==> src/sv/etc1_pkg.sv <==
// Shared types, constants and helper functions for the ETC1 block decoder.
// Depends on nothing; every other file of the decoder refers to it by scoped names.
`default_nettype none

package etc1_pkg;

  // Bit positions inside the byte-reversed low word of the block.
  localparam int unsigned FlipBit = 24;
  localparam int unsigned DiffBit = 25;

  // Last texel index of a 4x4 block.
  localparam logic [3:0] LastTexel = 4'd15;

  typedef struct packed {
    logic [63:0] color_word;
    logic [63:0] alpha_word;
  } block_t;

  typedef struct packed {
    logic [7:0] red;
    logic [7:0] green;
    logic [7:0] blue;
    logic [7:0] alpha;
    logic [2:0] column;
    logic [2:0] row;
    logic       last_of_block;
  } texel_t;

  // Position of the texel being decoded: block place in the tile and texel index (row-major).
  typedef struct packed {
    logic [1:0] tile_pos;
    logic [3:0] texel_idx;
  } texel_pos_t;

  function automatic logic [7:0] expand5(input logic [4:0] v);
    return {v, v[4:2]};
  endfunction

  function automatic logic [7:0] expand4(input logic [3:0] v);
    return {v, v};
  endfunction

  // Base color of one channel for subblock sb; differential sums wrap modulo 32.
  function automatic logic [7:0] base_color(input logic [7:0] byte_v, input logic diff,
                                            input logic sb);
    logic [4:0] delta;
    logic [4:0] second;
    delta  = {{2{byte_v[2]}}, byte_v[2:0]};
    second = byte_v[7:3] + delta;
    if (diff) begin
      return sb ? expand5(second) : expand5(byte_v[7:3]);
    end else begin
      return sb ? expand4(byte_v[3:0]) : expand4(byte_v[7:4]);
    end
  endfunction

  // Intensity modifier table: codeword selects the row, the two selector bits the column.
  function automatic logic signed [8:0] modifier(input logic [2:0] tbl, input logic [1:0] sel);
    logic signed [8:0] mag;
    case (tbl)
      3'd0:    mag = sel[0] ? 9'sd8   : 9'sd2;
      3'd1:    mag = sel[0] ? 9'sd17  : 9'sd5;
      3'd2:    mag = sel[0] ? 9'sd29  : 9'sd9;
      3'd3:    mag = sel[0] ? 9'sd42  : 9'sd13;
      3'd4:    mag = sel[0] ? 9'sd60  : 9'sd18;
      3'd5:    mag = sel[0] ? 9'sd80  : 9'sd24;
      3'd6:    mag = sel[0] ? 9'sd106 : 9'sd33;
      3'd7:    mag = sel[0] ? 9'sd183 : 9'sd47;
      default: mag = 9'sd0;
    endcase
    return sel[1] ? -mag : mag;
  endfunction

  // Adds the modifier to a base color and clamps to 0..255.
  function automatic logic [7:0] apply_mod(input logic [7:0] base,
                                           input logic signed [8:0] m);
    logic signed [9:0] sum;
    sum = $signed({2'b00, base}) + $signed({m[8], m});
    if (sum[9]) begin
      return 8'h00;
    end else if (sum[8]) begin
      return 8'hFF;
    end else begin
      return sum[7:0];
    end
  endfunction

endpackage

`default_nettype wire

==> src/sv/etc1_block_decoder_core.sv <==
// Top level of the ETC1 block decoder: block register, texel decode and result register.
// Depends on etc1_pkg, etc1_blk_reg and etc1_texel.
//
// Usage: one transfer on the input channel (in_valid_i / in_ready_o / in_data_i) carries
// one ETC1 4x4 block: the eight stored color bytes (first byte in bits 7:0) and an
// alpha word of sixteen 4-bit alphas. The block answers with sixteen transfers on the
// output channel (out_valid_o / out_ready_i / out_data_o), one texel each, in row-major
// order, with the texel's column and row inside the 8x8 tile. The last texel of a
// block carries last_of_block. Consecutive blocks fill the tile top-left, top-right,
// bottom-left, bottom-right, then wrap.
// The block register holds the block and the result register captures each decoded
// texel; one texel is produced per cycle unless the receiver stalls, set by the single
// texel decode path between the two registers. The next block is taken in the same
// cycle that its predecessor's last texel enters the result register.
// When the receiver stalls, the result register holds its texel and the block
// register stops stepping; nothing is lost. Reset clears both valid flags, the tile
// position and alpha_enable (alpha reads 255 until cfg_we_i writes cfg_wdata_i).
// Configuration must only be written while no block is in flight.
`default_nettype none

module etc1_block_decoder_core (
  input  logic                clk_i,
  input  logic                rst_ni,
  input  logic                cfg_we_i,
  input  logic                cfg_wdata_i,
  input  logic                in_valid_i,
  output logic                in_ready_o,
  input  etc1_pkg::block_t    in_data_i,
  output logic                out_valid_o,
  input  logic                out_ready_i,
  output etc1_pkg::texel_t    out_data_o
);

  logic                   alpha_enable_q;
  logic                   blk_valid;
  etc1_pkg::block_t       blk;
  etc1_pkg::texel_pos_t   pos;
  etc1_pkg::texel_t       texel;
  logic                   step;
  logic                   out_valid_q, out_valid_d;
  etc1_pkg::texel_t       out_data_q;

  // The alpha mode register is a plain write-only flop.
  always_ff @(posedge clk_i or negedge rst_ni) begin
    if (!rst_ni) begin
      alpha_enable_q <= 1'b0;
    end else if (cfg_we_i) begin
      alpha_enable_q <= cfg_wdata_i;
    end
  end

  // A texel moves into the result register whenever a block is held and that register
  // is empty or is being drained in this cycle.
  assign step = blk_valid && (!out_valid_q || out_ready_i);

  etc1_blk_reg u_blk_reg (
    .clk_i       (clk_i),
    .rst_ni      (rst_ni),
    .in_valid_i  (in_valid_i),
    .in_ready_o  (in_ready_o),
    .in_data_i   (in_data_i),
    .step_i      (step),
    .blk_valid_o (blk_valid),
    .blk_o       (blk),
    .pos_o       (pos)
  );

  etc1_texel u_texel (
    .blk_i          (blk),
    .pos_i          (pos),
    .alpha_enable_i (alpha_enable_q),
    .texel_o        (texel)
  );

  // Result register.
  always_comb begin
    out_valid_d = out_valid_q;
    if (step) begin
      out_valid_d = 1'b1;
    end else if (out_ready_i) begin
      out_valid_d = 1'b0;
    end
  end

  always_ff @(posedge clk_i or negedge rst_ni) begin
    if (!rst_ni) begin
      out_valid_q <= 1'b0;
    end else begin
      out_valid_q <= out_valid_d;
    end
  end

  always_ff @(posedge clk_i) begin
    if (step) begin
      out_data_q <= texel;
    end
  end

  assign out_valid_o = out_valid_q;
  assign out_data_o  = out_data_q;

`ifndef ASSERT_OFF
  a_last_at_corner: assert property (@(posedge clk_i) disable iff (!rst_ni)
    out_valid_o && out_data_o.last_of_block |->
      out_data_o.column[1:0] == 2'd3 && out_data_o.row[1:0] == 2'd3)
    else $error("last texel of a block is not at the block's bottom-right corner");
`endif

endmodule

`default_nettype wire

==> src/sv/etc1_blk_reg.sv <==
// Block input register with the texel counter and the tile position counter.
// Depends on etc1_pkg for the block and position types.
`default_nettype none

module etc1_blk_reg (
  input  logic                   clk_i,
  input  logic                   rst_ni,
  input  logic                   in_valid_i,
  output logic                   in_ready_o,
  input  etc1_pkg::block_t       in_data_i,
  input  logic                   step_i,
  output logic                   blk_valid_o,
  output etc1_pkg::block_t       blk_o,
  output etc1_pkg::texel_pos_t   pos_o
);

  logic                 blk_valid_q, blk_valid_d;
  etc1_pkg::block_t     blk_q;
  logic [3:0]           cnt_q, cnt_d;
  logic [1:0]           pos_q, pos_d;
  logic [1:0]           tile_cnt_q, tile_cnt_d;
  logic                 accept;
  logic                 last_step;

  assign last_step  = step_i && (cnt_q == etc1_pkg::LastTexel);
  assign in_ready_o = !blk_valid_q || last_step;
  assign accept     = in_valid_i && in_ready_o;

  always_comb begin
    blk_valid_d = blk_valid_q;
    cnt_d       = cnt_q;
    pos_d       = pos_q;
    tile_cnt_d  = tile_cnt_q;
    if (accept) begin
      blk_valid_d = 1'b1;
      cnt_d       = 4'd0;
      pos_d       = tile_cnt_q;
      tile_cnt_d  = tile_cnt_q + 2'd1;
    end else if (last_step) begin
      blk_valid_d = 1'b0;
    end else if (step_i) begin
      cnt_d = cnt_q + 4'd1;
    end
  end

  always_ff @(posedge clk_i or negedge rst_ni) begin
    if (!rst_ni) begin
      blk_valid_q <= 1'b0;
      cnt_q       <= 4'd0;
      pos_q       <= 2'd0;
      tile_cnt_q  <= 2'd0;
    end else begin
      blk_valid_q <= blk_valid_d;
      cnt_q       <= cnt_d;
      pos_q       <= pos_d;
      tile_cnt_q  <= tile_cnt_d;
    end
  end

  always_ff @(posedge clk_i) begin
    if (accept) begin
      blk_q <= in_data_i;
    end
  end

  assign blk_valid_o     = blk_valid_q;
  assign blk_o           = blk_q;
  assign pos_o.tile_pos  = pos_q;
  assign pos_o.texel_idx = cnt_q;

`ifndef ASSERT_OFF
  a_accept_only_at_end: assert property (@(posedge clk_i) disable iff (!rst_ni)
    accept && blk_valid_q |-> step_i && cnt_q == etc1_pkg::LastTexel)
    else $error("new block taken before the last texel of the current block moved on");

  a_count_restarts: assert property (@(posedge clk_i) disable iff (!rst_ni)
    accept |=> blk_valid_q && cnt_q == 4'd0)
    else $error("texel counter did not restart on a new block");

  a_tile_advances: assert property (@(posedge clk_i) disable iff (!rst_ni)
    accept |=> tile_cnt_q == $past(tile_cnt_q) + 2'd1 && pos_q == $past(tile_cnt_q))
    else $error("tile position did not advance by one block");
`endif

endmodule

`default_nettype wire

==> src/sv/etc1_texel.sv <==
// Combinational decode of one texel from a stored ETC1 block.
// Depends on etc1_pkg for types, bit positions and the modifier table.
`default_nettype none

module etc1_texel (
  input  etc1_pkg::block_t      blk_i,
  input  etc1_pkg::texel_pos_t  pos_i,
  input  logic                  alpha_enable_i,
  output etc1_pkg::texel_t      texel_o
);

  logic [31:0]       hi;
  logic [31:0]       sel;
  logic [1:0]        x;
  logic [1:0]        y;
  logic [3:0]        nib;
  logic [3:0]        bit_idx;
  logic              flip;
  logic              diff;
  logic              sb;
  logic [2:0]        tbl;
  logic [1:0]        msel;
  logic signed [8:0] m;
  logic [3:0]        a_nib;

  // Byte-reversed block: low word holds colors and control, high word the selectors.
  assign hi  = {blk_i.color_word[39:32], blk_i.color_word[47:40],
                blk_i.color_word[55:48], blk_i.color_word[63:56]};
  assign sel = {blk_i.color_word[7:0],   blk_i.color_word[15:8],
                blk_i.color_word[23:16], blk_i.color_word[31:24]};

  assign x       = pos_i.texel_idx[1:0];
  assign y       = pos_i.texel_idx[3:2];
  assign nib     = {x, y};
  // Selector bits are stored with the two byte halves swapped.
  assign bit_idx = {~x[1], x[0], y};

  assign flip = hi[etc1_pkg::FlipBit];
  assign diff = hi[etc1_pkg::DiffBit];
  assign sb   = flip ? y[1] : x[1];
  assign tbl  = sb ? hi[28:26] : hi[31:29];
  assign msel = {sel[{1'b0, bit_idx}], sel[{1'b1, bit_idx}]};
  assign m    = etc1_pkg::modifier(tbl, msel);

  assign a_nib = blk_i.alpha_word[{nib, 2'b00} +: 4];

  assign texel_o.red   = etc1_pkg::apply_mod(etc1_pkg::base_color(hi[23:16], diff, sb), m);
  assign texel_o.green = etc1_pkg::apply_mod(etc1_pkg::base_color(hi[15:8], diff, sb), m);
  assign texel_o.blue  = etc1_pkg::apply_mod(etc1_pkg::base_color(hi[7:0], diff, sb), m);
  assign texel_o.alpha = alpha_enable_i ? {a_nib, a_nib} : 8'hFF;
  assign texel_o.column        = {pos_i.tile_pos[0], x};
  assign texel_o.row           = {pos_i.tile_pos[1], y};
  assign texel_o.last_of_block = (pos_i.texel_idx == etc1_pkg::LastTexel);

endmodule

`default_nettype wire
==> config.mk <==
export PLATFORM = sky130hd
export DESIGN_NAME = etc1_block_decoder_core
export DESIGN_NICKNAME = d
export VERILOG_FILES = /design/src/sv/etc1_pkg.sv /design/src/sv/etc1_block_decoder_core.sv /design/src/sv/etc1_blk_reg.sv /design/src/sv/etc1_texel.sv
export SDC_FILE = /design/constraint.sdc
export NUM_CORES = 1
export LEC_CHECK = 0
export ABC_AREA = 1
export BUFFER_PORTS_ARGS = -buffer_cell sky130_fd_sc_hd__clkbuf_2
export CAP_MARGIN = 0
export CORE_MARGIN = 10
export CORE_UTILIZATION = 60
export DETAILED_ROUTE_END_ITERATION = 10
export GPL_ROUTABILITY_DRIVEN = 0
export PLACE_DENSITY_LB_ADDON = 0.3
export SETUP_SLACK_MARGIN = 0.2
export SLEW_MARGIN = 20
export SYNTH_ARGS = -nofsm -noshare
export SYNTH_HDL_FRONTEND = slang
export SYNTH_SLANG_ARGS = --single-unit
==> constraint.sdc <==
create_clock -name clk_i -period 8.3 [get_ports clk_i]
set_clock_uncertainty 0.1 [all_clocks]
set_input_delay 0.83 -clock clk_i [delete_from_list [all_inputs] [get_ports clk_i]]
set_output_delay 0.83 -clock clk_i [all_outputs]
set_load 0.02 [all_outputs]
* Yosys cells after proc, flatten, opt, wreduce, memory -nomap -nowiden
Cells that the tools add are included.
W data, S select, Z words.
** Word-level totals
- Memory bits (writable) :: 0
- Bits of input ports :: 134
- Memories :: 0
- Bits in read-only memories :: 0
- Logic and storage cells :: 84
- Output and inout bits :: 41
- Register bits after elaboration :: 178
- Bits in latches :: 0
** Operators by class
- Reductions and logical operators :: 12
- Order comparisons :: 2
- Multipliers :: 0
- Equality and inequality tests :: 9
- Shift operators :: 1
- Multiplexer cells :: 35
- Bitwise gates (word level) :: 1
- Div/mod/pow operators :: 0
- $add $sub $neg :: 9
** Operator list (count)
- $mux W8 :: 13
- $pmux W9 S8 :: 1
- $shiftx A64 B7 Y4 :: 1
- $add A9 B9 Y10 :: 3
- $mux W4 :: 4
- $add A5 B5 Y5 :: 3
- $mux W7 :: 2
- $eq A3 B3 Y1 const B :: 4
- $mux W6 :: 2
- $mux W5 :: 2
- $mux W9 :: 1
- $neg A9 Y9 :: 1
- $bmux W1 S4 :: 2
- $mux W1 :: 7
- $eq A3 B2 Y1 const B :: 2
- $lt A4 B6 Y1 const B :: 1
- $lt A5 B6 Y1 const B :: 1
- $reduce_bool A2 Y1 :: 3
- $add A4 B1 Y4 const B :: 1
- $eq A4 B4 Y1 const B :: 1
- $eq A3 B1 Y1 const B :: 1
- $logic_and A1 B1 Y1 :: 3
- $logic_not A3 Y1 :: 1
- $mux W3 :: 1
- other kinds (6) :: 8

* Longest topological paths before layout
- Word-level depth :: 9
- Gate-level depth with buffers :: 30
- Mapped depth without buffers :: 30

* Modules after synthesis
Synthesis repeated with hierarchy kept, for this count alone.
** Second synthesis, totals
- Cell total of the unflattened synthesis :: 897
- Area, all modules :: 9182.6 sq um
** By module, submodules not included
- etc1_blk_reg :: area an instance 4264.1 sq um, cells an instance 176, instances 1, sequential area each 4068.9 sq um
- etc1_texel :: area an instance 3661.0 sq um, cells an instance 672, instances 1, sequential area each 0.0 sq um
- etc1_block_decoder_core :: area an instance 1257.5 sq um, cells an instance 49, instances 1, sequential area each 1221.2 sq um

* Least setup slack after synthesis
Ideal clock, no wire load.
- Kind :: input port to flip-flop
- Start point :: input port out_ready_i
- End point :: register u_blk_reg.tile_cnt_q[1]
- Arrival time :: 5.265 ns
- Stages :: 7
- Path slack :: 2.806 ns
- Buffers on the path :: 0
- Required time :: 8.071 ns
- Cells stage by stage :: inv_1 > nand2_1 > a21oi_1 > nor2_2 > inv_1 > o21ai_0 > nand2_1
** Between the ends
- Cells in the longest elaborated chain, start to end :: 5
** RTL lines
- from (decl) :: RTL line etc1_block_decoder_core.sv:30 : input logic out_ready_i,
- $logic_or A1 B1 Y1 :: RTL line etc1_block_decoder_core.sv:54 : assign step = blk_valid && (!out_valid_q || out_ready_i);
- $logic_and A1 B1 Y1 :: RTL line etc1_block_decoder_core.sv:54
- $logic_and A1 B1 Y1 :: RTL line etc1_blk_reg.sv:25 : assign last_step = step_i && (cnt_q == etc1_pkg::LastTexel);
- $logic_or A1 B1 Y1 :: RTL line etc1_blk_reg.sv:26 : assign in_ready_o = !blk_valid_q || last_step;
- $logic_and A1 B1 Y1 :: RTL line etc1_blk_reg.sv:27 : assign accept = in_valid_i && in_ready_o;
- via u_blk_reg.accept :: RTL line etc1_blk_reg.sv:22 : logic accept;
- to (signal assigned) :: RTL line etc1_blk_reg.sv:56 : tile_cnt_q <= tile_cnt_d;
- to (decl) :: RTL line etc1_blk_reg.sv:21 : logic [1:0] tile_cnt_q, tile_cnt_d;
The timed path passes the listed nets, and every way through them passes these cells.
A chain may end at the register's enable or synchronous reset.

* Final worst setup path
- Start point :: register u_blk_reg.cnt_q[3]
- End point :: register out_data_q (netlist bit out_data_o[30]), data pin
** Between the ends
- Cells in the longest elaborated chain, start to end :: 8
- Elaborated cells on any way between the ends :: 30
** RTL lines
- from (decl) :: RTL line etc1_blk_reg.sv:19 : logic [3:0] cnt_q, cnt_d;
- from (signal assigned) :: RTL line etc1_blk_reg.sv:54 : cnt_q <= cnt_d;
- $bmux W1 S4 or $mux W1 (tied branches) :: RTL line etc1_texel.sv:42, etc1_texel.sv:40
- $mux W1 (implied by the code) or $mux W3 (tied branches) :: RTL line etc1_texel.sv:42, etc1_texel.sv:41
- $mux W7 (tied with other cells) :: RTL line etc1_pkg.sv:67 : 3'd6: mag = sel[0] ? 9'sd106 : 9'sd33;
- $pmux W9 S8 :: RTL line etc1_pkg.sv:60 : case (tbl)
- $neg A9 Y9 :: RTL line etc1_pkg.sv:71 : return sel[1] ? -mag : mag;
- $mux W9 :: RTL line etc1_pkg.sv:71
- $add A9 B9 Y10 * :: RTL line etc1_pkg.sv:78 : sum = $signed({2'b00, base}) + $signed({m[8], m});
- $mux W8 :: RTL line etc1_pkg.sv:81 : end else if (sum[8]) begin
- to (signal assigned) :: RTL line etc1_block_decoder_core.sv:95 : out_data_q <= texel;
- to (decl) :: RTL line etc1_block_decoder_core.sv:41 : etc1_pkg::texel_t out_data_q;
Mark *: on every way between the ends. The rest lies on a longest branch, timed or not. The select of a mux whose other input is x is not followed.

==> results.cfg <==
[worst_setup_path]
required_ns = 8.37
start_kind = flip-flop
rr_worst_depth = 22
critPathMaxStageDelay_ns = 0.99
critPathKind = reg -> reg
crit_path_max_fanout = 28
cp_cell_sequence = inv_4 > nand2_1 > o21ai_2 > nand2_1 > nand2_1 > nor2_1 > nor2_1 > a21oi_1 > inv_1 > ha_1 > inv_1 > nand2_1 > xor2_1 > ha_1 > a21oi_1 > nand2_1 > nand2_1 > o311ai_0 > a21oi_1 > nand2_4 > nand2_1 > inv_1
end_kind = flip-flop
setup.worst_path.start = u_blk_reg.cnt_q[3]$_DFFE_PN0P_
arrival_ns = 5.33
r2r-start = u_blk_reg.cnt_q[3]$_DFFE_PN0P_
critical_path.most_common_cell = nand2_1
cp_slowest_cell = dfrtp_1

[logic_synthesis]
yosys.area_share.xor_xnor_pct = 2.41
synth_area_um2 = 9080
synth-simple-area-share_pct = 17.2
syn_inst = 903
synth_nets = 1081
ys_ff_latch = 174
synth_adder_area_share_pct = 6.56
ys_types = 41
synthMuxAreaShare_pct = 0.124
yosysSeqAreaShare_pct = 56.9
ys_warn_count = 0
synth_top_family_by_area = simple AND/OR/NAND/NOR gates
synth_edf_count = 163
synth_compound_area_share_pct = 9.74
synthArstFlopShare_pct = 6.32
avgSynthCellArea_um2 = 10.1
ys.flop_type = edfxtp_1

[final_layout]
num-nets-final = 1250
final_cell_mix = nand2_1 (176), clkbuf_2 (174), edfxtp_1 (163), inv_1 (123), nand3_1 (70)
drive_above_1_share_pct = 22.9
fillers = 1082
area_growth_pct = 16.9
utilization_pct = 72.2
antennaDiodeCount = 0
final_common_cell = nand2_1

[timing]
finalHoldViolCount = 0
rsz0062_at_grt = no
slew-limit-headroom_pct = 34.9
fmax_mhz = 190
fin_crit_sh_pct = 63.3
slew_viol_final = 0
whs_ns = 0.192
period_needed_ns = 5.25
setup_viol = 0
final.setup.tns_ns = 0
tightest_slew_ns = 0.976

[clocking]
cts-buffers-inserted = 17
root_buffer = clkbuf_16
post-cts-setup-buffers = 0
insertion_delay_ns = 0.43
cts_max_level = 4
path_clk_slew_ns = 0.07
cts_hold_buf = 0
cts_tree = built
cts-resized-gates = 0
clockBufferDepth = 2
clock-sinks = 174

[global_routing]
grt.overflow.total = 0
grt_util_met2_pct = 32.1
grt_first_pass_wirelength_um = 33800
track_usage_pct = 20.9
grt_most_used_layer = met2
met3_usage_pct = 5.61
met1_usage_pct = 28.6
grt_pass1_vias = 6767
grt_max_degree = 75
antenna_found_initial = 0

[placement]
dp_hpwl_um = 15400
portBuffers = 174

[die]
placementRows = 44
die_w_um = 143
dieArea_um2 = 20500
start_util_pct = 61.8
ioPinCount = 175
core_area_um2 = 14700
die_h_um = 143

[route]
via_per_inst = 5.41
antenna_left = 0
drcViolationCount = 0
wirelength_um = 20900
dr.first_iter.drc_count = 749
wl_per_cell_um = 16.5
vias = 6862
drt_pre_antenna_iters = 5

[worst_hold_path]
hold_class = in -> async

[outcome]
status = finished, final reports clean

[job]
drv_cap = 0
-- layer usage --
metal / share of wire (%) / vias up
met2: 46 / 282
met1: 45 / 3152
met3: 8.3 / 23
met4: 1.2 / 0
li1: - / 3405
met5: 0 / -
-- worst max-delay path: cells and delay by family (launching register included) --
family | cells | cell delay [ns]
buf+inv | 4 | 0.52
fa+ha+maj | 2 | 0.58
flops | 1 | 0.99
compound gates | 5 | 1.27
simple gates | 10 | 1.21
xor+xnor | 1 | 0.31
-- registers in the layout (all words and copies together), names as in the netlist --
| signal | flops |
|---|---|
| u_blk_reg.blk_o | 128 |
| out_data_o | 35 |
| u_blk_reg.cnt_q | 4 |
| u_blk_reg.pos_q | 2 |
| u_blk_reg.tile_cnt_q | 2 |
| alpha_enable_q | 1 |
| out_valid_o | 1 |
| u_blk_reg.blk_valid_o | 1 |
-- cell families (layout without fill, tap and decap cells) --
| family | Yosys count | count (layout) |
|---|---|---|
| simple gates | 350 | 350 |
| flops | 174 | 174 |
| buf+inv | 158 | 340 |
| compound gates | 151 | 151 |
| fa+ha+maj | 44 | 44 |
| xor+xnor | 25 | 25 |
| mux | 1 | 1 |
-- cell usage after synthesis, types with 3 or more instances --
master      n  share of area, %
nand2_1   176               7.3
edfxtp_1  163                54
inv_1     123               5.1
nand3_1    70               3.9
nor2_1     69               2.9
o21ai_0    66               3.6
a21oi_1    47               2.6
ha_1       38               5.2
xor2_1     17               1.6
clkbuf_1   13              0.54
o221ai_1   12               1.2
dfrtp_1    11               3.0
xnor2_1     8              0.77
buf_4       6              0.50
fa_1        6               1.3
nand2_4     6              0.74
nand3b_1    6              0.50
nor3_1      6              0.33
or2_2       6              0.41
buf_2       5              0.28
nand3_2     5              0.55
inv_2       4              0.17
o211ai_1    4              0.33
o22ai_1     4              0.28
a31o_2      3              0.29
a31oi_1     3              0.21
o21ai_2     3              0.29
o21ba_2     3              0.33
o311ai_0    3              0.29
-- area by class of cell --
class | instances | area, µm² | area share, %
clock buffer | 19 | 433 | 4.08
multi-input combinational | 571 | 3280 | 30.9
clock inverter | 13 | 106 | 1.00
tap | 184 | 230 | 2.17
inverter | 130 | 493 | 4.65
timing repair buffer | 178 | 901 | 8.49
sequential | 174 | 5170 | 48.7
-- final timing paths --
check / to / slack, ns
worst max-delay path: out_data_o[30]$_SDFFCE_PP0P_ / 3.05
worst min-delay path: alpha_enable_q$_DFFE_PN0P_ / 0.19
worst max register to register: out_data_o[30]$_SDFFCE_PP0P_ / 3.05
worst min register to register: out_data_o[3]$_DFFE_PP_ / 0.35
max in group asynchronous: u_blk_reg.blk_valid_o$_DFFE_PN0P_ / 7.67
min in group clk_i: out_data_o[3]$_DFFE_PP_ / 0.35
-- through the flow --
step	area (µm²)	setup slack, ns	instances
final	10600	3.05	1269
after global routing	10600	2.67	1269
after CTS	10600	3.10	1269
after detailed placement	10100	3.15	1237
after global placement	10100	3.25	1237
after floorplan	9080	2.81	903
Power is not shown: default switching activity piles up to over one toggle a cycle in this logic, so the estimate is an artifact.
